**src/design/cmbenum_pkg.sv**
```systemverilog
// Shared types and constants of the combination enumerator.
// No dependencies; every other file of the block imports it.
`default_nettype none

package cmbenum_pkg;

   localparam int DEF_MAX_SET    = 64;
   localparam int DEF_MAX_CHOOSE = 16;

   // wide enough for set size, choose count and limits over the parameter ranges
   localparam int CMP_W = 10;

   localparam int QUEUE_DEPTH = 2;

   localparam int CSR_ADDR_W = 2;
   localparam int CSR_DATA_W = 7;
   localparam logic [CSR_ADDR_W-1:0] CSR_SET_SIZE     = 2'd0;
   localparam logic [CSR_ADDR_W-1:0] CSR_CHOOSE_COUNT = 2'd1;

   localparam logic [1:0] KIND_LOAD    = 2'd0;
   localparam logic [1:0] KIND_NEXT    = 2'd1;
   localparam logic [1:0] KIND_RESTART = 2'd2;

   localparam logic [1:0] STAT_ELEMENT = 2'd0;
   localparam logic [1:0] STAT_EMPTY   = 2'd1;
   localparam logic [1:0] STAT_DONE    = 2'd2;

   typedef struct packed {
      logic [1:0] kind;
      logic [5:0] symbol_slot;
      logic [7:0] symbol_value;
   } req_type;

   typedef struct packed {
      logic [1:0] status;
      logic [5:0] element_index;
      logic [7:0] element_symbol;
      logic [3:0] slot_in_combination;
      logic       last;
   } rsp_type;

   typedef enum logic [1:0] {
      OP_LOAD,
      OP_NEXT,
      OP_RESTART
   } op_type;

   typedef struct packed {
      op_type     op;
      logic [5:0] slot;
      logic [7:0] value;
   } cmd_type;

   typedef enum logic [2:0] {
      S_IDLE,
      S_STATUS,
      S_READ,
      S_CHECK,
      S_EMIT,
      S_ADVANCE,
      S_FILL
   } state_type;

endpackage

`default_nettype wire

```
**src/design/combination_enumerator_top.sv**
```systemverilog
// Top level of the combination enumerator: configuration registers, front end and back end.
// A next request walks the position memory, emitting its elements in order, and then refills
// the successor positions; the back end takes the next command only after returning to idle.
// Loads and restarts are carried out in the back end's idle state; status results are registered.
// Reset: synchronous; registers zero, identity positions and a zero symbol table at once.
`default_nettype none

module combination_enumerator_top #(
   parameter int MAX_SET    = cmbenum_pkg::DEF_MAX_SET,
   parameter int MAX_CHOOSE = cmbenum_pkg::DEF_MAX_CHOOSE
) (
   input  wire                                       clock,
   input  wire                                       reset,
   input  wire                                       req_valid,
   output logic                                      req_stall,
   input  cmbenum_pkg::req_type                      req_data,
   output logic                                      rsp_valid,
   input  wire                                       rsp_stall,
   output cmbenum_pkg::rsp_type                      rsp_data,
   input  wire                                       csr_we,
   input  wire [cmbenum_pkg::CSR_ADDR_W-1:0]         csr_addr,
   input  wire [cmbenum_pkg::CSR_DATA_W-1:0]         csr_wdata
);
   import cmbenum_pkg::*;

   logic [6:0] set_size_ff, set_size_in;
   logic [4:0] choose_count_ff, choose_count_in;
   logic       cfg_restart;
   logic       q_valid;
   logic       q_pop;
   cmd_type    q_head;
   logic       bk_exhausted;

   always_comb begin
      set_size_in     = set_size_ff;
      choose_count_in = choose_count_ff;
      cfg_restart     = 1'b0;
      if (csr_we) begin
         unique case (csr_addr)
            CSR_SET_SIZE: begin
               set_size_in = csr_wdata[6:0];
               cfg_restart = 1'b1;
            end
            CSR_CHOOSE_COUNT: begin
               choose_count_in = csr_wdata[4:0];
               cfg_restart     = 1'b1;
            end
            default: begin
               cfg_restart = 1'b0;
            end
         endcase
      end
   end

   always_ff @(posedge clock) begin
      if (reset) begin
         set_size_ff     <= '0;
         choose_count_ff <= '0;
      end else begin
         set_size_ff     <= set_size_in;
         choose_count_ff <= choose_count_in;
      end
   end

   cmbenum_front u_front (
      .clock     (clock),
      .reset     (reset),
      .req_valid (req_valid),
      .req_stall (req_stall),
      .req_data  (req_data),
      .q_valid   (q_valid),
      .q_head    (q_head),
      .q_pop     (q_pop)
   );

   cmbenum_back #(
      .MAX_SET    (MAX_SET),
      .MAX_CHOOSE (MAX_CHOOSE)
   ) u_back (
      .clock        (clock),
      .reset        (reset),
      .cfg_restart  (cfg_restart),
      .set_size     (set_size_ff),
      .choose_count (choose_count_ff),
      .q_valid      (q_valid),
      .q_head       (q_head),
      .q_pop        (q_pop),
      .rsp_valid    (rsp_valid),
      .rsp_stall    (rsp_stall),
      .rsp_data     (rsp_data),
      .bk_exhausted (bk_exhausted)
   );

   a_stall_means_queued: assert property (@(posedge clock) disable iff (reset)
      req_stall |-> q_valid)
      else $error("input stalled with no queued command");

   a_cfg_restarts: assert property (@(posedge clock) disable iff (reset)
      csr_we && (csr_addr == CSR_SET_SIZE || csr_addr == CSR_CHOOSE_COUNT)
      |=> !bk_exhausted)
      else $error("configuration write did not restart the enumeration");

   a_status_single: assert property (@(posedge clock) disable iff (reset)
      rsp_valid && rsp_data.status != STAT_ELEMENT
      |-> rsp_data.last && rsp_data.element_index == '0 && rsp_data.element_symbol == '0)
      else $error("status result is not a lone cleared result");

endmodule

`default_nettype wire

```
**src/design/cmbenum_front.sv**
```systemverilog
// Front end: accepts requests, classifies them and queues commands.
// Depends on cmbenum_pkg.
`default_nettype none

module cmbenum_front (
   input  wire                   clock,
   input  wire                   reset,
   input  wire                   req_valid,
   output logic                  req_stall,
   input  cmbenum_pkg::req_type  req_data,
   output logic                  q_valid,
   output cmbenum_pkg::cmd_type  q_head,
   input  wire                   q_pop
);
   import cmbenum_pkg::*;

   localparam int QPTR_W = (QUEUE_DEPTH > 1) ? $clog2(QUEUE_DEPTH) : 1;
   localparam int QCNT_W = $clog2(QUEUE_DEPTH + 1);

   cmd_type             q_mem_ff [QUEUE_DEPTH];
   logic [QPTR_W-1:0]   wr_ptr_ff, wr_ptr_in;
   logic [QPTR_W-1:0]   rd_ptr_ff, rd_ptr_in;
   logic [QCNT_W-1:0]   cnt_ff, cnt_in;
   logic                push;
   logic                pop;
   cmd_type             cmd;

   assign req_stall = (cnt_ff == QCNT_W'(QUEUE_DEPTH));
   assign q_valid   = (cnt_ff != '0);
   assign q_head    = q_mem_ff[rd_ptr_ff];
   assign pop       = q_pop && q_valid;

   always_comb begin
      cmd.slot  = req_data.symbol_slot;
      cmd.value = req_data.symbol_value;
      cmd.op    = OP_LOAD;
      push      = 1'b0;
      unique case (req_data.kind)
         KIND_LOAD: begin
            cmd.op = OP_LOAD;
            push   = req_valid && !req_stall;
         end
         KIND_NEXT: begin
            cmd.op = OP_NEXT;
            push   = req_valid && !req_stall;
         end
         KIND_RESTART: begin
            cmd.op = OP_RESTART;
            push   = req_valid && !req_stall;
         end
         default: begin
            // drop unused kind
            push = 1'b0;
         end
      endcase
   end

   always_comb begin
      wr_ptr_in = wr_ptr_ff;
      rd_ptr_in = rd_ptr_ff;
      cnt_in    = cnt_ff;
      if (push) begin
         wr_ptr_in = (wr_ptr_ff == QPTR_W'(QUEUE_DEPTH - 1)) ? '0 : wr_ptr_ff + 1'b1;
      end
      if (pop) begin
         rd_ptr_in = (rd_ptr_ff == QPTR_W'(QUEUE_DEPTH - 1)) ? '0 : rd_ptr_ff + 1'b1;
      end
      if (push && !pop) begin
         cnt_in = cnt_ff + 1'b1;
      end else if (pop && !push) begin
         cnt_in = cnt_ff - 1'b1;
      end
   end

   always_ff @(posedge clock) begin
      if (reset) begin
         wr_ptr_ff <= '0;
         rd_ptr_ff <= '0;
         cnt_ff    <= '0;
      end else begin
         wr_ptr_ff <= wr_ptr_in;
         rd_ptr_ff <= rd_ptr_in;
         cnt_ff    <= cnt_in;
      end
   end

   always_ff @(posedge clock) begin
      if (push) begin
         q_mem_ff[wr_ptr_ff] <= cmd;
      end
   end

endmodule

`default_nettype wire

```
**src/design/cmbenum_back.sv**
```systemverilog
// Back end: sequencer that emits combinations, searches and refills positions.
// Holds the position and symbol memories and the result register.
// Depends on cmbenum_pkg.
`default_nettype none

module cmbenum_back #(
   parameter int MAX_SET    = cmbenum_pkg::DEF_MAX_SET,
   parameter int MAX_CHOOSE = cmbenum_pkg::DEF_MAX_CHOOSE
) (
   input  wire                   clock,
   input  wire                   reset,
   input  wire                   cfg_restart,
   input  wire [6:0]             set_size,
   input  wire [4:0]             choose_count,
   input  wire                   q_valid,
   input  cmbenum_pkg::cmd_type  q_head,
   output logic                  q_pop,
   output logic                  rsp_valid,
   input  wire                   rsp_stall,
   output cmbenum_pkg::rsp_type  rsp_data,
   output logic                  bk_exhausted
);
   import cmbenum_pkg::*;

   localparam int POS_W = (MAX_SET > 1) ? $clog2(MAX_SET) : 1;
   localparam int IDX_W = (MAX_CHOOSE > 1) ? $clog2(MAX_CHOOSE) : 1;
   localparam int CNT_W = IDX_W + 1;

   state_type           state_ff, state_in;
   logic                exh_ff, exh_in;
   logic [IDX_W-1:0]    elem_ff, elem_in;
   logic                found_ff, found_in;
   logic [IDX_W-1:0]    found_idx_ff, found_idx_in;
   logic [POS_W-1:0]    found_val_ff, found_val_in;
   logic [POS_W-1:0]    cur_pos_ff, cur_pos_in;
   logic [CNT_W-1:0]    fill_idx_ff, fill_idx_in;
   logic [POS_W-1:0]    fill_val_ff, fill_val_in;
   logic [1:0]          stat_code_ff, stat_code_in;
   logic                rsp_valid_ff, rsp_valid_in;
   rsp_type             rsp_data_ff, rsp_data_in;
   logic [MAX_CHOOSE-1:0] pos_vld_ff, pos_vld_in;
   logic [MAX_SET-1:0]    sym_vld_ff, sym_vld_in;

   logic [POS_W-1:0]    pos_mem [MAX_CHOOSE];
   logic [POS_W-1:0]    pos_rd_ff;
   logic                pos_rd_vld_ff;
   logic [7:0]          sym_mem [MAX_SET];
   logic [7:0]          sym_rd_ff;
   logic                sym_rd_vld_ff;

   logic                pos_we;
   logic [IDX_W-1:0]    pos_waddr;
   logic [POS_W-1:0]    pos_wdata;
   logic                sym_we;
   logic [POS_W-1:0]    sym_waddr;
   logic [7:0]          sym_wdata;
   logic [POS_W-1:0]    sym_raddr;

   logic [CMP_W-1:0]    set_ext, n_eff, k_ext, limit, slot_ext;
   logic [POS_W-1:0]    pos_val;
   logic [7:0]          sym_val;
   logic                out_free;
   logic                is_last;
   logic                restart;

   assign set_ext  = CMP_W'(set_size);
   assign n_eff    = (set_ext > CMP_W'(MAX_SET)) ? CMP_W'(MAX_SET) : set_ext;
   assign k_ext    = CMP_W'(choose_count);
   assign slot_ext = CMP_W'(q_head.slot);
   assign pos_val  = pos_rd_vld_ff ? pos_rd_ff : POS_W'(CMP_W'(elem_ff));
   assign limit    = n_eff - k_ext + CMP_W'(elem_ff);
   assign sym_val  = sym_rd_vld_ff ? sym_rd_ff : 8'd0;
   assign sym_raddr = (state_ff == S_CHECK) ? pos_val : cur_pos_ff;
   assign out_free = !rsp_valid_ff || !rsp_stall;
   assign is_last  = (CMP_W'(elem_ff) + CMP_W'(1)) == k_ext;

   assign rsp_valid    = rsp_valid_ff;
   assign rsp_data     = rsp_data_ff;
   assign bk_exhausted = exh_ff;

   always_comb begin
      state_in     = state_ff;
      exh_in       = exh_ff;
      elem_in      = elem_ff;
      found_in     = found_ff;
      found_idx_in = found_idx_ff;
      found_val_in = found_val_ff;
      cur_pos_in   = cur_pos_ff;
      fill_idx_in  = fill_idx_ff;
      fill_val_in  = fill_val_ff;
      stat_code_in = stat_code_ff;
      rsp_valid_in = rsp_valid_ff && rsp_stall;
      rsp_data_in  = rsp_data_ff;
      pos_vld_in   = pos_vld_ff;
      sym_vld_in   = sym_vld_ff;
      q_pop        = 1'b0;
      pos_we       = 1'b0;
      pos_waddr    = elem_ff;
      pos_wdata    = fill_val_ff;
      sym_we       = 1'b0;
      sym_waddr    = POS_W'(slot_ext);
      sym_wdata    = q_head.value;
      restart      = cfg_restart;

      unique case (state_ff)
         S_IDLE: begin
            if (q_valid) begin
               q_pop = 1'b1;
               unique case (q_head.op)
                  OP_LOAD: begin
                     sym_we = (slot_ext < CMP_W'(MAX_SET));
                  end
                  OP_RESTART: begin
                     restart = 1'b1;
                  end
                  OP_NEXT: begin
                     if ((k_ext > CMP_W'(MAX_CHOOSE)) || (k_ext > n_eff) || exh_ff) begin
                        stat_code_in = STAT_DONE;
                        state_in     = S_STATUS;
                     end else if (k_ext == '0) begin
                        stat_code_in = STAT_EMPTY;
                        exh_in       = 1'b1;
                        state_in     = S_STATUS;
                     end else begin
                        elem_in  = '0;
                        found_in = 1'b0;
                        state_in = S_READ;
                     end
                  end
                  default: begin
                     q_pop = 1'b1;
                  end
               endcase
            end
         end
         S_STATUS: begin
            if (out_free) begin
               rsp_valid_in                    = 1'b1;
               rsp_data_in.status              = stat_code_ff;
               rsp_data_in.element_index       = '0;
               rsp_data_in.element_symbol      = '0;
               rsp_data_in.slot_in_combination = '0;
               rsp_data_in.last                = 1'b1;
               state_in                        = S_IDLE;
            end
         end
         S_READ: begin
            state_in = S_CHECK;
         end
         S_CHECK: begin
            cur_pos_in = pos_val;
            if (CMP_W'(pos_val) < limit) begin
               found_in     = 1'b1;
               found_idx_in = elem_ff;
               found_val_in = pos_val;
            end
            state_in = S_EMIT;
         end
         S_EMIT: begin
            if (out_free) begin
               rsp_valid_in                    = 1'b1;
               rsp_data_in.status              = STAT_ELEMENT;
               rsp_data_in.element_index       = 6'(CMP_W'(cur_pos_ff));
               rsp_data_in.element_symbol      = sym_val;
               rsp_data_in.slot_in_combination = 4'(CMP_W'(elem_ff));
               rsp_data_in.last                = is_last;
               if (is_last) begin
                  state_in = S_ADVANCE;
               end else begin
                  elem_in  = elem_ff + 1'b1;
                  state_in = S_READ;
               end
            end
         end
         S_ADVANCE: begin
            if (found_ff) begin
               pos_we      = 1'b1;
               pos_waddr   = found_idx_ff;
               pos_wdata   = found_val_ff + 1'b1;
               fill_val_in = found_val_ff + 1'b1;
               fill_idx_in = CNT_W'(found_idx_ff) + 1'b1;
               state_in    = S_FILL;
            end else begin
               exh_in   = 1'b1;
               state_in = S_IDLE;
            end
         end
         S_FILL: begin
            if (CMP_W'(fill_idx_ff) < k_ext) begin
               pos_we      = 1'b1;
               pos_waddr   = fill_idx_ff[IDX_W-1:0];
               pos_wdata   = fill_val_ff + 1'b1;
               fill_val_in = fill_val_ff + 1'b1;
               fill_idx_in = fill_idx_ff + 1'b1;
            end else begin
               state_in = S_IDLE;
            end
         end
         default: begin
            state_in = S_IDLE;
         end
      endcase

      if (pos_we) begin
         pos_vld_in[pos_waddr] = 1'b1;
      end
      if (sym_we) begin
         sym_vld_in[sym_waddr] = 1'b1;
      end
      if (restart) begin
         pos_vld_in = '0;
         exh_in     = 1'b0;
      end
   end

   always_ff @(posedge clock) begin
      if (reset) begin
         state_ff     <= S_IDLE;
         exh_ff       <= 1'b0;
         rsp_valid_ff <= 1'b0;
         pos_vld_ff   <= '0;
         sym_vld_ff   <= '0;
      end else begin
         state_ff     <= state_in;
         exh_ff       <= exh_in;
         rsp_valid_ff <= rsp_valid_in;
         pos_vld_ff   <= pos_vld_in;
         sym_vld_ff   <= sym_vld_in;
      end
   end

   always_ff @(posedge clock) begin
      elem_ff      <= elem_in;
      found_ff     <= found_in;
      found_idx_ff <= found_idx_in;
      found_val_ff <= found_val_in;
      cur_pos_ff   <= cur_pos_in;
      fill_idx_ff  <= fill_idx_in;
      fill_val_ff  <= fill_val_in;
      stat_code_ff <= stat_code_in;
      rsp_data_ff  <= rsp_data_in;
   end

   always_ff @(posedge clock) begin
      if (pos_we) begin
         pos_mem[pos_waddr] <= pos_wdata;
      end
      pos_rd_ff     <= pos_mem[elem_ff];
      pos_rd_vld_ff <= pos_vld_ff[elem_ff];
   end

   always_ff @(posedge clock) begin
      if (sym_we) begin
         sym_mem[sym_waddr] <= sym_wdata;
      end
      sym_rd_ff     <= sym_mem[sym_raddr];
      sym_rd_vld_ff <= sym_vld_ff[sym_raddr];
   end

endmodule

`default_nettype wire
```
**config.mk**
```make
export PLATFORM = sky130hd
export DESIGN_NAME = combination_enumerator_top
export DESIGN_NICKNAME = d
export VERILOG_FILES = /design/src/design/cmbenum_pkg.sv /design/src/design/combination_enumerator_top.sv /design/src/design/cmbenum_front.sv /design/src/design/cmbenum_back.sv
export SDC_FILE = /design/constraint.sdc
export NUM_CORES = 1
export LEC_CHECK = 0
export BUFFER_PORTS_ARGS = -buffer_cell sky130_fd_sc_hd__buf_2
export CAP_MARGIN = 20
export CORE_MARGIN = 2
export CORE_UTILIZATION = 45
export CTS_CLUSTER_SIZE = 40
export DETAILED_ROUTE_END_ITERATION = 10
export HOLD_SLACK_MARGIN = 0.15
export PLACE_DENSITY_LB_ADDON = 0.05
export SETUP_SLACK_MARGIN = 0.1
export SYNTH_ARGS = -nofsm -noshare
export SYNTH_HDL_FRONTEND = slang
export SYNTH_HIERARCHICAL = 1
export SYNTH_SLANG_ARGS = --single-unit
```
**constraint.sdc**
```tcl
create_clock -name clock -period 3.4 [get_ports clock]
set_input_delay 0.34 -clock clock [delete_from_list [all_inputs] [get_ports clock]]
set_output_delay 0.34 -clock clock [all_outputs]
set_load 0.01 [all_outputs]
```
==> run_summary.xml <==
<?xml version="1.0" encoding="UTF-8"?>
<metrics>
  <group name="run_status">
    <metric name="status" unit="">complete, but fails checks</metric>
    <metric name="violations" unit="">DRC</metric>
  </group>
  <group name="synth">
    <metric name="synth_enable_flop_cells" unit="">683</metric>
    <metric name="ys_top_cells_by_area" unit="">sky130_fd_sc_hd__edfxtp_1 (62%), sky130_fd_sc_hd__dfxtp_1 (7.8%), sky130_fd_sc_hd__nand2_1 (4.4%)</metric>
    <metric name="yosys_warnings" unit="">6</metric>
    <metric name="post_synthesis_cells" unit="">2494</metric>
    <metric name="synth_top_cell_area_share" unit="%">61.7</metric>
    <metric name="main_flop_type_after_synthesis" unit="">sky130_fd_sc_hd__edfxtp_1</metric>
    <metric name="yosys_register_bits" unit="">813</metric>
    <metric name="seq_area_frac_synth" unit="%">69.5</metric>
    <metric name="post_synth_instance_area" unit="um^2">33200</metric>
    <metric name="ys_async_sr_fraction" unit="%">0</metric>
    <metric name="synth.distinct_cells" unit="">80</metric>
    <metric name="synthesized_net_count" unit="">2550</metric>
    <metric name="synth_largest_area_cell" unit="">sky130_fd_sc_hd__edfxtp_1</metric>
    <metric name="syn-mean-instance-area" unit="um^2">13.3</metric>
  </group>
  <group name="setup_path">
    <metric name="cell_type_group_with_the_largest_total_delay_on_the_critical_path" unit="">adder cells</metric>
    <metric name="r2r.worst_path.cells" unit="">13</metric>
    <metric name="reg2reg_from" unit="">set_size_ff[6]$_SDFFE_PP0P_</metric>
    <metric name="timing_worst_setup_path_type" unit="">flop to flop</metric>
    <metric name="category_of_the_worst_setup_path_launch_point" unit="">flop</metric>
    <metric name="internal_reg_to_reg_setup_slack" unit="ns">0.20</metric>
    <metric name="worstPathArrival" unit="ns">3.55</metric>
    <metric name="max_stage_delay" unit="ns">0.46</metric>
    <metric name="cp_data_required_time" unit="ns">3.75</metric>
    <metric name="timing.rr.end" unit="">u_back/found_ff$_DFFE_PP_</metric>
    <metric name="cp_slowest_cell" unit="">sky130_fd_sc_hd__fa_1</metric>
    <metric name="worst_path_buffer_plus_inverter_count" unit="">1</metric>
    <metric name="critical_path.max_fanout" unit="">3</metric>
    <metric name="library_cell_appearing_most_often_on_the_critical_path" unit="">sky130_fd_sc_hd__a21o_1</metric>
    <metric name="path_cells" unit="">nand2b_4, ha_2, fa_1, buf_4, fa_2, xor2_1, ha_1, a21o_1, o21ai_0, a21oi_2, nor2_4, a22o_1, a21o_1</metric>
    <metric name="endpoint_kind" unit="">flop</metric>
  </group>
  <group name="timing">
    <metric name="report.final.hold_viol_count" unit="">0</metric>
    <metric name="finalMaxSlewViolations" unit="">0</metric>
    <metric name="fmax" unit="GHz">0.312</metric>
    <metric name="hold_slack" unit="ns">0.267</metric>
    <metric name="relSlewSlack" unit="%">18.6</metric>
    <metric name="unrepaired_setup_endpoints_after_global_routing" unit="">true</metric>
    <metric name="worst_clock_skew" unit="ns">0.0214</metric>
    <metric name="slew_of_the_pin_with_the_lowest_slew_margin" unit="ns">1.22</metric>
    <metric name="period_needed" unit="ns">3.20</metric>
    <metric name="finalSetupViolations" unit="">0</metric>
    <metric name="worst_slack" unit="ns">0.196</metric>
    <metric name="finalCritPeriodShare" unit="%">94.2</metric>
  </group>
  <group name="finish">
    <metric name="area.sequential" unit="um^2">23100</metric>
    <metric name="fill_cells" unit="">6288</metric>
    <metric name="antenna_cells_inserted" unit="">0</metric>
    <metric name="share_of_layout_cells_above_drive_strength_1" unit="%">16.7</metric>
    <metric name="multi_input_area" unit="um^2">9570</metric>
    <metric name="layout_overhead_on_the_synthesized_area" unit="%">17.1</metric>
    <metric name="final_area" unit="um^2">38900</metric>
    <metric name="fin_nets" unit="">2766</metric>
  </group>
  <group name="grt">
    <metric name="wire_length_of_the_first_global_routing_pass" unit="um">134000</metric>
    <metric name="grt_overflow" unit="">0</metric>
    <metric name="antenna_found_initial" unit="">0</metric>
    <metric name="grt_usage" unit="%">23.9</metric>
    <metric name="first_global_vias" unit="">21200</metric>
    <metric name="grt_start_max_net_pins" unit="">68</metric>
  </group>
  <group name="placed_design">
    <metric name="gpl.final_weighted_congestion" unit="">0.837</metric>
    <metric name="dp_slack" unit="ns">0.0198</metric>
    <metric name="placement.io_buffers" unit="">52</metric>
    <metric name="dpl-instance-area" unit="um^2">35800</metric>
    <metric name="detailedPlacementHpwl" unit="um">58800</metric>
  </group>
  <group name="floorplanning">
    <metric name="initial_utilization" unit="%">45.5</metric>
    <metric name="fp-row-count" unit="">99</metric>
    <metric name="die_h" unit="um">276</metric>
    <metric name="fp.coreArea" unit="um^2">73100</metric>
    <metric name="die_w" unit="um">276</metric>
    <metric name="floorplan.die_area" unit="um^2">76100</metric>
    <metric name="boundaryPins" unit="">53</metric>
  </group>
  <group name="min_path">
    <metric name="worst_min_delay_path_endpoint" unit="">set_size_ff[0]$_SDFFE_PP0P_</metric>
    <metric name="worst_hold_path.num_cells" unit="">3</metric>
    <metric name="hold_crit_class" unit="">primary input to flop</metric>
    <metric name="hold_start" unit="">csr_addr[0]</metric>
  </group>
  <group name="detailed_routing">
    <metric name="wl_per_cell" unit="um">24.1</metric>
    <metric name="route.detailed.drc" unit="">3</metric>
    <metric name="firstDrtPassIters" unit="">9</metric>
    <metric name="dr_total_vias" unit="">21400</metric>
    <metric name="drtIter0Drc" unit="">1997</metric>
    <metric name="drtAntennaViolNets" unit="">0</metric>
    <metric name="post_drt_via_cell_ratio" unit="">5.73</metric>
    <metric name="postRouteWirelength" unit="um">90000</metric>
  </group>
  <group name="clock_tree">
    <metric name="cts_tree" unit="">built</metric>
    <metric name="worst_setup_hold_path_clk_slew" unit="ns">0.06</metric>
    <metric name="clkSinkCount" unit="">813</metric>
    <metric name="cts.htree.levels" unit="">3</metric>
    <metric name="cts_root_buffer" unit="">sky130_fd_sc_hd__clkbuf_16</metric>
    <metric name="cts_max_path_buffers" unit="">3</metric>
    <metric name="insertion_delay" unit="ns">0.63</metric>
    <metric name="cts_inserted_buffers" unit="">85</metric>
  </group>
  <group name="power">
    <metric name="peak_supply_drop" unit="mV">0.542</metric>
    <metric name="pwr_density_cell" unit="nW/um^2">602</metric>
    <metric name="leakage" unit="uW">0.0130</metric>
  </group>
  <group name="run">
    <metric name="max-cap-violations" unit="">0</metric>
  </group>
</metrics>
==> logic make-up (layout without fill, tap and decap cells) <==
logic type | Yosys count | count (layout) | share of synthesized area (%)
multiplexers | 89 | 89 | 4.23
XOR/XNOR | 23 | 23 | 0.606
AO/OA/AOI/OAI | 553 | 554 | 11.7
buffers and inverters | 166 | 452 | 2.18
flip-flops | 813 | 813 | 69.5
adder cells (fa/ha/maj) | 26 | 26 | 1.02
AND/OR/NAND/NOR | 824 | 824 | 10.8
==> routing by layer <==
metal	global-route usage, %	vias up	wire length [um]
li1	-	9902	-
met1	34.9	10800	41600
met2	37.7	612	41600
met3	2.91	133	4620
met4	6.86	0	2120
met5	0	-	0
==> worst max-delay path by stage <==
stage,startpoint,end,slack [ns],depth (start not counted)
final,set_size_ff[6]$_SDFFE_PP0P_,u_back/found_ff$_DFFE_PP_,0.20,13
after global routing,set_size_ff[6]$_SDFFE_PP0P_,u_back/found_ff$_DFFE_PP_,0.02,16
after detailed placement,set_size_ff[6]$_SDFFE_PP0P_,u_back/found_idx_ff[3]$_DFFE_PP_,0.02,15
after global placement,set_size_ff[6]$_SDFFE_PP0P_,u_back/found_idx_ff[0]$_DFFE_PP_,-0.02,15
after floorplan,set_size_ff[6]$_SDFFE_PP0P_,u_back/found_idx_ff[0]$_DFFE_PP_,0.11,15
after CTS,set_size_ff[6]$_SDFFE_PP0P_,u_back/found_val_ff[0]$_DFFE_PP_,0.10,15
==> area by class of cell <==
class | instances | area share, %
sequential | 813 | 59.4
multi-input combinational | 1516 | 24.6
clock buffer | 118 | 6.05
timing repair buffer | 271 | 5.61
tap | 959 | 3.08
clock inverter | 40 | 1.08
inverter | 23 | 0.247
==> flip-flops by register name, summed over array words and instances, names as in the netlist, 2 cells and up, named ones only <==
signal               count
u_back/sym_mem         512
u_back/pos_mem          96
u_back/sym_vld_ff       64
u_front/q_mem_ff        32
u_back/rsp_data         21
u_back/pos_vld_ff       16
u_back/sym_rd_ff         8
set_size_ff              7
u_back/cur_pos_ff        6
u_back/fill_val_ff       6
u_back/found_val_ff      6
u_back/pos_rd_ff         6
choose_count_ff          5
u_back/fill_idx_ff       5
u_back/elem_ff           4
u_back/found_idx_ff      4
u_back/state_ff          3
u_back/stat_code_ff      2
u_front/cnt_ff           2
==> power breakdown <==
group          total, uW  internal, uW  leakage [uW]  switching, uW
clock               9260          5460       0.00133           3800
sequential         11600         11500       0.00714           95.9
combinational       2600           716       0.00457           1890
total              23500         17700        0.0130           5790
==> metrics by stage <==
step / power, uW / setup TNS (ns) / utilization (%) / cells
global route: 24200 / 0 / 53.3 / 3740
CTS: 23700 / 0 / 53.2 / 3738
finish: 23500 / 0 / 53.3 / 3740
global placement: 14400 / -0.210 / 48.9 / 3548
floorplan: 13100 / 0 / - / 2494
detailed placement: 14400 / 0 / 48.9 / 3549
==> layout by cell type, fill, tap and decap left out, drive strengths merged, types with 9 or more instances in the layout <==
| cell | count |
|---|---|
| and3 | 16 |
| a22o | 10 |
| xnor2 | 13 |
| mux4 | 36 |
| dfxtp | 130 |
| o211ai | 61 |
| a221o | 9 |
| mux2i | 33 |
| and2 | 22 |
| dlygate4sd3 | 29 |
| nand2 | 393 |
| inv | 26 |
| ha | 24 |
| buf | 242 |
| edfxtp | 683 |
| a22oi | 43 |
| nor2b | 17 |
| a31oi | 133 |
| nand2b | 31 |
| nor2 | 225 |
| o21ai | 40 |
| a21oi | 62 |
| clkbuf | 118 |
| nor3 | 14 |
| nand4 | 17 |
| nand3 | 53 |
| mux2 | 20 |
| clkinv | 23 |
| a211oi | 109 |
| o21a | 48 |
| xor2 | 10 |
==> Yosys cell counts (14+ instances only) <==
library cell and n:
sky130_fd_sc_hd__a22oi_1 43, sky130_fd_sc_hd__buf_2 60, sky130_fd_sc_hd__nand2b_1 31, sky130_fd_sc_hd__ha_1 24, sky130_fd_sc_hd__nand4_1 17, sky130_fd_sc_hd__clkbuf_1 68
sky130_fd_sc_hd__nor2_1 225, sky130_fd_sc_hd__a31oi_1 133, sky130_fd_sc_hd__nand3_1 53, sky130_fd_sc_hd__o21ai_0 39, sky130_fd_sc_hd__dfxtp_1 130, sky130_fd_sc_hd__nor3_1 14
sky130_fd_sc_hd__a211oi_1 108, sky130_fd_sc_hd__and2_1 22, sky130_fd_sc_hd__mux2_2 19, sky130_fd_sc_hd__edfxtp_1 683, sky130_fd_sc_hd__inv_1 19, sky130_fd_sc_hd__o21a_1 47
sky130_fd_sc_hd__mux2i_1 29, sky130_fd_sc_hd__and3_1 16, sky130_fd_sc_hd__o211ai_1 61, sky130_fd_sc_hd__nor2b_1 16, sky130_fd_sc_hd__nand2_1 393, sky130_fd_sc_hd__a21oi_1 61
sky130_fd_sc_hd__mux4_2 36
==> worst reg2reg max path, delay by kind of cell (launching register included) <==
kind            cells  cell delay, ns
buf+inv             1            0.16
compound gates      5            0.72
fa+ha+maj           4            1.28
simple gates        2            0.27
xor+xnor            1            0.18
flops               1            0.32
==> what timing repair did <==
action / 4_1_cts / 5_1_grt
gates resized for setup: 8 / 13
cloned: 1 / 0
pin swaps: 8 / 9
endpoints found under the setup margin: 11 / 116
hold buffers: 29 / 0
setup buffers: 1 / 2
endpoints found under the hold margin: 53 / 0
(Power assumes the default switching activity.)
